$ cat src/hdl/bfa_pkg.sv
// shared types and codes of the bitmap frame allocator
package bfa_pkg;

    typedef logic [1:0] opcode_t;

    localparam opcode_t OP_ALLOC = 2'd0;
    localparam opcode_t OP_FREE  = 2'd1;
    localparam opcode_t OP_MARK  = 2'd2;
    localparam opcode_t OP_STAT  = 2'd3;

    localparam logic REG_RANGE_START = 1'b0;
    localparam logic REG_RANGE_END   = 1'b1;

    // bitmap word width, frame addresses split by shift and mask
    localparam int WORD_BITS = 64;

    localparam int POS_W = 18;
    localparam int LEN_W = 17;

    typedef struct packed {
        logic clr;
        logic start;
        logic rd;
        logic a_ev;
        logic wr;
        logic s_ev;
    } cmd_t;

    typedef struct packed {
        opcode_t op;
        logic    zero_len;
        logic    clr_last;
        logic    a_hit;
        logic    a_fail;
        logic    a_next;
        logic    w_stop;
        logic    s_stop;
    } sts_t;

endpackage

$ cat src/hdl/bfa_ctrl.sv
// sequencer of the frame allocator: clearing pass, scans and result handshake
module bfa_ctrl (
    input  logic          clk,
    input  logic          rst_n,
    input  logic          in_valid,
    output logic          in_stall,
    output logic          out_valid,
    input  logic          out_stall,
    input  bfa_pkg::sts_t sts,
    output bfa_pkg::cmd_t cmd
);

    localparam logic [3:0] S_CLEAR = 4'd0;
    localparam logic [3:0] S_IDLE  = 4'd1;
    localparam logic [3:0] S_GO    = 4'd2;
    localparam logic [3:0] S_A_RD  = 4'd3;
    localparam logic [3:0] S_A_EV  = 4'd4;
    localparam logic [3:0] S_W_RD  = 4'd5;
    localparam logic [3:0] S_W_WR  = 4'd6;
    localparam logic [3:0] S_S_RD  = 4'd7;
    localparam logic [3:0] S_S_EV  = 4'd8;
    localparam logic [3:0] S_FIN   = 4'd9;

    logic [3:0] state_reg, state_next;
    logic       out_valid_reg, out_valid_next;
    logic       accept;

    assign in_stall  = !(state_reg == S_IDLE && (!out_valid_reg || !out_stall));
    assign accept    = in_valid && !in_stall;
    assign out_valid = out_valid_reg;

    always_comb
    begin
        state_next = state_reg;
        cmd        = '0;
        unique case (state_reg)
            S_CLEAR:
            begin
                cmd.clr = 1'b1;
                if (sts.clr_last)
                    state_next = S_IDLE;
            end
            S_IDLE:
            begin
                if (accept)
                begin
                    cmd.start  = 1'b1;
                    state_next = S_GO;
                end
            end
            S_GO:
            begin
                unique case (sts.op)
                    bfa_pkg::OP_ALLOC: state_next = sts.zero_len ? S_FIN : S_A_RD;
                    bfa_pkg::OP_STAT:  state_next = S_S_RD;
                    default:           state_next = S_W_RD;
                endcase
            end
            S_A_RD:
            begin
                cmd.rd     = 1'b1;
                state_next = S_A_EV;
            end
            S_A_EV:
            begin
                cmd.a_ev = 1'b1;
                if (sts.a_hit)
                    state_next = S_W_RD;
                else if (sts.a_fail)
                    state_next = S_FIN;
                else if (sts.a_next)
                    state_next = S_A_RD;
            end
            S_W_RD:
            begin
                if (sts.w_stop)
                    state_next = S_FIN;
                else
                begin
                    cmd.rd     = 1'b1;
                    state_next = S_W_WR;
                end
            end
            S_W_WR:
            begin
                cmd.wr     = 1'b1;
                state_next = S_W_RD;
            end
            S_S_RD:
            begin
                if (sts.s_stop)
                    state_next = S_FIN;
                else
                begin
                    cmd.rd     = 1'b1;
                    state_next = S_S_EV;
                end
            end
            S_S_EV:
            begin
                cmd.s_ev   = 1'b1;
                state_next = S_S_RD;
            end
            S_FIN:
            begin
                state_next = S_IDLE;
            end
            default:
            begin
                state_next = S_IDLE;
            end
        endcase
    end

    always_comb
    begin
        out_valid_next = out_valid_reg;
        if (out_valid_reg && !out_stall)
            out_valid_next = 1'b0;
        if (state_reg == S_FIN)
            out_valid_next = 1'b1;
    end

    always_ff @(posedge clk or negedge rst_n)
    begin
        if (!rst_n)
        begin
            state_reg     <= S_CLEAR;
            out_valid_reg <= 1'b0;
        end
        else
        begin
            state_reg     <= state_next;
            out_valid_reg <= out_valid_next;
        end
    end

endmodule
$ cat config.mk
export PLATFORM = sky130hd
export DESIGN_NAME = bfa_ctrl
export DESIGN_NICKNAME = d
export VERILOG_FILES = /design/src/hdl/bfa_pkg.sv /design/src/hdl/bfa_ctrl.sv
export SDC_FILE = /design/constraint.sdc
export NUM_CORES = 1
export LEC_CHECK = 0
export ABC_AREA = 1
export ABC_CLOCK_PERIOD_IN_PS = 1100
export BUFFER_PORTS_ARGS = -buffer_cell sky130_fd_sc_hd__buf_2
export CORE_AREA = 2 2 39 41
export CTS_BUF_LIST = sky130_fd_sc_hd__clkbuf_2
export DETAILED_ROUTE_END_ITERATION = 10
export DIE_AREA = 0 0 41 43
export PLACE_DENSITY = 0.63
export SYNTH_ARGS = -nofsm -noshare
export SYNTH_HDL_FRONTEND = slang
export SYNTH_SLANG_ARGS = --single-unit
$ cat constraint.sdc
create_clock -name clk -period 1.1 [get_ports clk]
set_clock_uncertainty 0.2 [all_clocks]
set_input_delay 0 -clock clk [delete_from_list [all_inputs] [get_ports clk]]
set_output_delay 0 -clock clk [all_outputs]
set_load 0.02 [all_outputs]
# ---- Word-level counts from Yosys, hierarchy flattened
# Index checks and enable logic that the tools add are counted.
dict set report totals {
  inputBits 13
  out_inout_bits 8
  regBits 5
  elab_cells 47
}
dict set report classes {
  n_reduce_logical 11
  eq_ne 13
  n_mux 21
}
# op n
set ops {}
lappend ops {{4-bit case mux with 9 select lines} 1}
lappend ops {{4-bit 2-to-1 mux} 7}
lappend ops {{4-bit by 3-bit == test with 1-bit output (second input constant)} 4}
lappend ops {{1-bit 2-to-1 mux} 11}
lappend ops {{4-bit by 2-bit == test with 1-bit output (second input constant)} 2}
lappend ops {{4-bit == test (second input constant)} 2}
lappend ops {{4-bit case mux with 2 select lines} 1}
lappend ops {{4-bit by 1-bit == test with 1-bit output (second input constant)} 1}
lappend ops {{4-bit zero test} 1}
lappend ops {{2-bit != test (second input constant)} 2}
lappend ops {{4-bit != test (second input constant)} 1}
lappend ops {{1-bit logical AND} 3}
lappend ops {{1-bit zero test} 3}
lappend ops {{1-bit case mux with 3 select lines} 1}
lappend ops {{3-bit AND reduction} 1}
lappend ops {{2-bit == test (second input constant)} 1}
lappend ops {{2-bit zero test} 1}
lappend ops {{2-bit nonzero test} 1}
lappend ops {{1-bit logical OR} 1}

# ---- Depth between registers and ports, before layout
dict set report depth {
  word_depth 6
  ltp_mapped 6
  ltp_nobuf 6
}

# ---- Worst setup path before layout
# No wires, ideal clock.
dict set report synth_path {
  path_type {reg-to-reg}
  startpoint {register state_reg[3]}
  endpoint {register state_reg[3]}
  path_stages_with_launch 6
  path_slack_ps -347
  n_path_buf 0
  required_time_ps 829
  setup_time_ps 71
  arrival_time_ps 1176
  period_less_slack_ps 1447
  path_cell_list {dfrtp_1 inv_2 nand2_1 nor2_1 nand3b_1 nand4_1}
}
dict set report synth_between {
  elab_chain_cells 5
  elab_cells_between_ends 16
  cone_classes {eq/ne (11); mux (1); reduce/logical (4)}
}
# element line
set synth_rtl {}
lappend synth_rtl {{start: declaration} bfa_ctrl.sv:24} ;# logic [3:0] state_reg, state_next;
lappend synth_rtl {{start signal: assignment} bfa_ctrl.sv:133} ;# state_reg <= state_next;
lappend synth_rtl {{4-bit by 1-bit == test with 1-bit output} {bfa_ctrl.sv:28, bfa_ctrl.sv:36}}
lappend synth_rtl {{1-bit logical AND} bfa_ctrl.sv:28} ;# assign in_stall = !(state_reg == S_IDLE && (!out_valid_reg || !out_stall));
lappend synth_rtl {{1-bit logical AND} bfa_ctrl.sv:29} ;# assign accept = in_valid && !in_stall;
lappend synth_rtl {{2-bit != test (no source line)} --}
lappend synth_rtl {{3-bit AND reduction (no source line)} --}
# Parallel ways exist; a longest one is shown, timed or not.
# A chain may end at the register's enable or synchronous reset.

==> impl_metrics.yaml <==
outcome:
  status: "complete, but fails checks"
  violations: "hold timing, setup timing"
sta:
  slew_violations: 0
  tightest_slew_ns: 0.2123
  fin_crit_sh_pct: 137.1
  finalHoldViolCount: 4
  fin_tns_setup_ns: -3.569
  rsz0062_at_grt: "yes"
  period_needed_ns: 1.508
  whs_ns: -0.04334
  fmax_mhz: 663.3
  setup_viol: 12
  finalWorstSetupSlack_ns: -0.4077
  relSlewSlack_pct: 85.74
clocking:
  clock-sinks: 5
  cts_buffers: 3
  clock_latency_ns: 0.21
  cts_tree: "yes"
  clockBufferDepth: 2
  path_clk_slew_ns: 0.05
  cts_hold_buffers: 7
  htreeDepth: 1
  root_buffer: "clkbuf_2"
yosys:
  yosys_register_bits: 5
  netlist-cell-type-count: 19
  synthCells: 77
  syn_area_per_cell_um2: 6.402
  synth_fp_nets: 93
  yosys_warnings: 0
  ys_seq_area_share_pct: 25.38
  syn_area_um2: 493.0
pwr:
  p_int_mw: 1.306
  clockPowerShare_pct: 6.7
  power.leakage_nw: 0.5318
  combPwrFrac_pct: 77.4
  power_switching_share_pct: 47.62
  power_switching_mw: 1.188
  sequentialPowerShare_pct: 15.9
  power-per-cell-area_nw_per_um2: 2549
  ir_drop_v: 0.001213
worst_setup_path:
  cp_data_arrival_time_ns: 1.31
  required_ns: 0.90
  startpoint: "state_reg[3]"
  critPathMaxFanout: 4
  startpoint_type: "flop"
  path_class: "flop to output pin"
  worstSetupEndpointType: "output pin"
  timing.rr.start: "state_reg[3]"
routing:
  final_antenna_net_count: 0
  drt_iter0_drc: 10
  wl_per_cell_um: 10.55
  drc: 0
  dr.pass1.iters: 6
  vias: 657
  wirelength_mm: 1.487
  vias_per_cell: 4.660
floorplanning:
  ios: 21
  die_area_um2: 1763
  core_um2: 1384
  initial_utilization_pct: 35.62
  die_w_um: 41
  die_h_um: 43
  rows: 14
place:
  dp_hpwl_mm: 1.059
  routabilityCongestion: 0.8169
  place_area_um2: 715.7
  io_buffers: 20
finish:
  register_area_um2: 128.9
  area_growth_pct: 98.48
  final_area_um2: 978.4
  multi_input_area_um2: 399.1
  layout-drive-gt1-share_pct: 56.80
  diodes: 0
  largest_reg_flops: 4
  num-fill-cells: 103
  utilization_pct: 70.71
  num-nets-final: 142
global_route:
  grt_usage_pct: 20.02
  grt_pass1_vias: 580
  overflow: 0
  antenna_found_initial: 0
  grt_start_max_net_pins: 7
  grt_pass1_wl_mm: 2.339
flow_run:
  drv_cap: 0
hold_path:
  hp-start: "out_stall"
  hold_class: "input pin to flop"
layout by cell type (no fill, tap or decap), types with 2 or more instances in the layout:
master / Yosys / final
dlygate4sd3_1: 0 / 7
nand3b_1: 2 / 2
buf_2: 0 / 13
nor2_1: 11 / 7
buf_6: 0 / 7
buf_4: 0 / 17
nand4_1: 3 / 3
inv_4: 0 / 2
dfrtp_2: 0 / 3
nand3_2: 0 / 4
inv_2: 3 / 3
dfrtp_1: 5 / 2
clkbuf_2: 0 / 4
nand2_4: 0 / 5
ha_1: 3 / 3
nor2_4: 1 / 6
inv_1: 14 / 12
nor2_2: 4 / 3
nand3_1: 8 / 4
nand2_1: 14 / 10
routing by layer:
| metal | up-vias | track usage [%] | part of all wire (%) |
|---|---|---|---|
| met5 | - | 0 | 0 |
| li1 | 341 | - | - |
| met4 | 0 | 10.00 | 0.20 |
| met2 | 18 | 35.00 | 58 |
| met3 | 2 | 3.141 | 3.8 |
| met1 | 296 | 21.38 | 38 |
synthesized netlist by cell type (all sizes together):
cell type | count | area, um2
dfrtp | 5 | 125.1
a21oi | 2 | 13.76
nand4 | 3 | 18.77
nand2 | 16 | 65.06
nor3 | 1 | 5.000
o31ai | 1 | 7.510
nand3 | 8 | 40.04
inv | 17 | 63.81
nor2 | 16 | 77.57
o21bai | 1 | 7.510
o211ai | 1 | 7.510
ha | 3 | 37.54
nand3b | 2 | 15.01
o21ai | 1 | 8.760
cell families after synthesis:
group | synth area share [%]
adders and majority gates | 7.615
and+or+nand+nor | 44.92
DFF | 25.38
buffers and inverters | 12.94
AOI/OAI and AO/OA | 9.138
timing repair:
item / 4_1_cts / 5_1_grt
pin swaps: 11 / 7
gates cloned: 0 / 0
resized for setup: 24 / 5
endpoints found under the hold margin: 10 / 3
setup endpoints to repair: 12 / 12
setup buffers: 8 / 2
per-stage QoR:
stage | instances | worst slack [ns] | power, mW | hold WS (ns)
after floorplan | 77 | -0.2088 | 1.273 | -0.4956
after global placement | 120 | -0.2202 | 1.686 | -0.3847
after detailed placement | 120 | -0.2282 | 1.698 | -0.3828
after CTS | 139 | -0.4299 | 2.383 | -0.06186
after global routing | 141 | -0.5138 | 2.696 | -0.06067
final | 141 | -0.4077 | 2.494 | -0.04334
worst paths after layout:
kind	cells past startpoint	slack [ns]	endpoint
worst max-delay path	6	-0.41	cmd[3]
worst min-delay path	4	-0.04	out_valid
worst max register to register	7	-0.39	state_reg[1]
worst min register to register	3	0.43	out_valid
max in group asynchronous	3	0.10	state_reg[3]
min in group asynchronous	3	0.46	state_reg[0]
layout make-up:
cell class	count	share of cell area [%]
multi-input cells	55	40.79
flip-flops and latches	5	13.17
well taps	16	2.046
clock buffers	4	2.046
inverters	17	7.033
repair buffers	44	34.91
power by group through the flow:
stage               logic, mW  clock network, mW  registers [mW]
floorplan               0.878                  0           0.395
global placement         1.30                  0           0.385
detailed placement       1.31                  0           0.388
CTS                      1.81              0.173           0.400
global route             2.10              0.188           0.405
finish                   1.93              0.167           0.396
worst max-delay path, cell delays in order, from the launching register on:
cell and delay, ns:
dfrtp_2 0.46, inv_4 0.10, nand2_4 0.05, nor2_1 0.08, inv_1 0.06, o211ai_1 0.18
buf_4 0.17
Power figures use the tool's default switching activity.
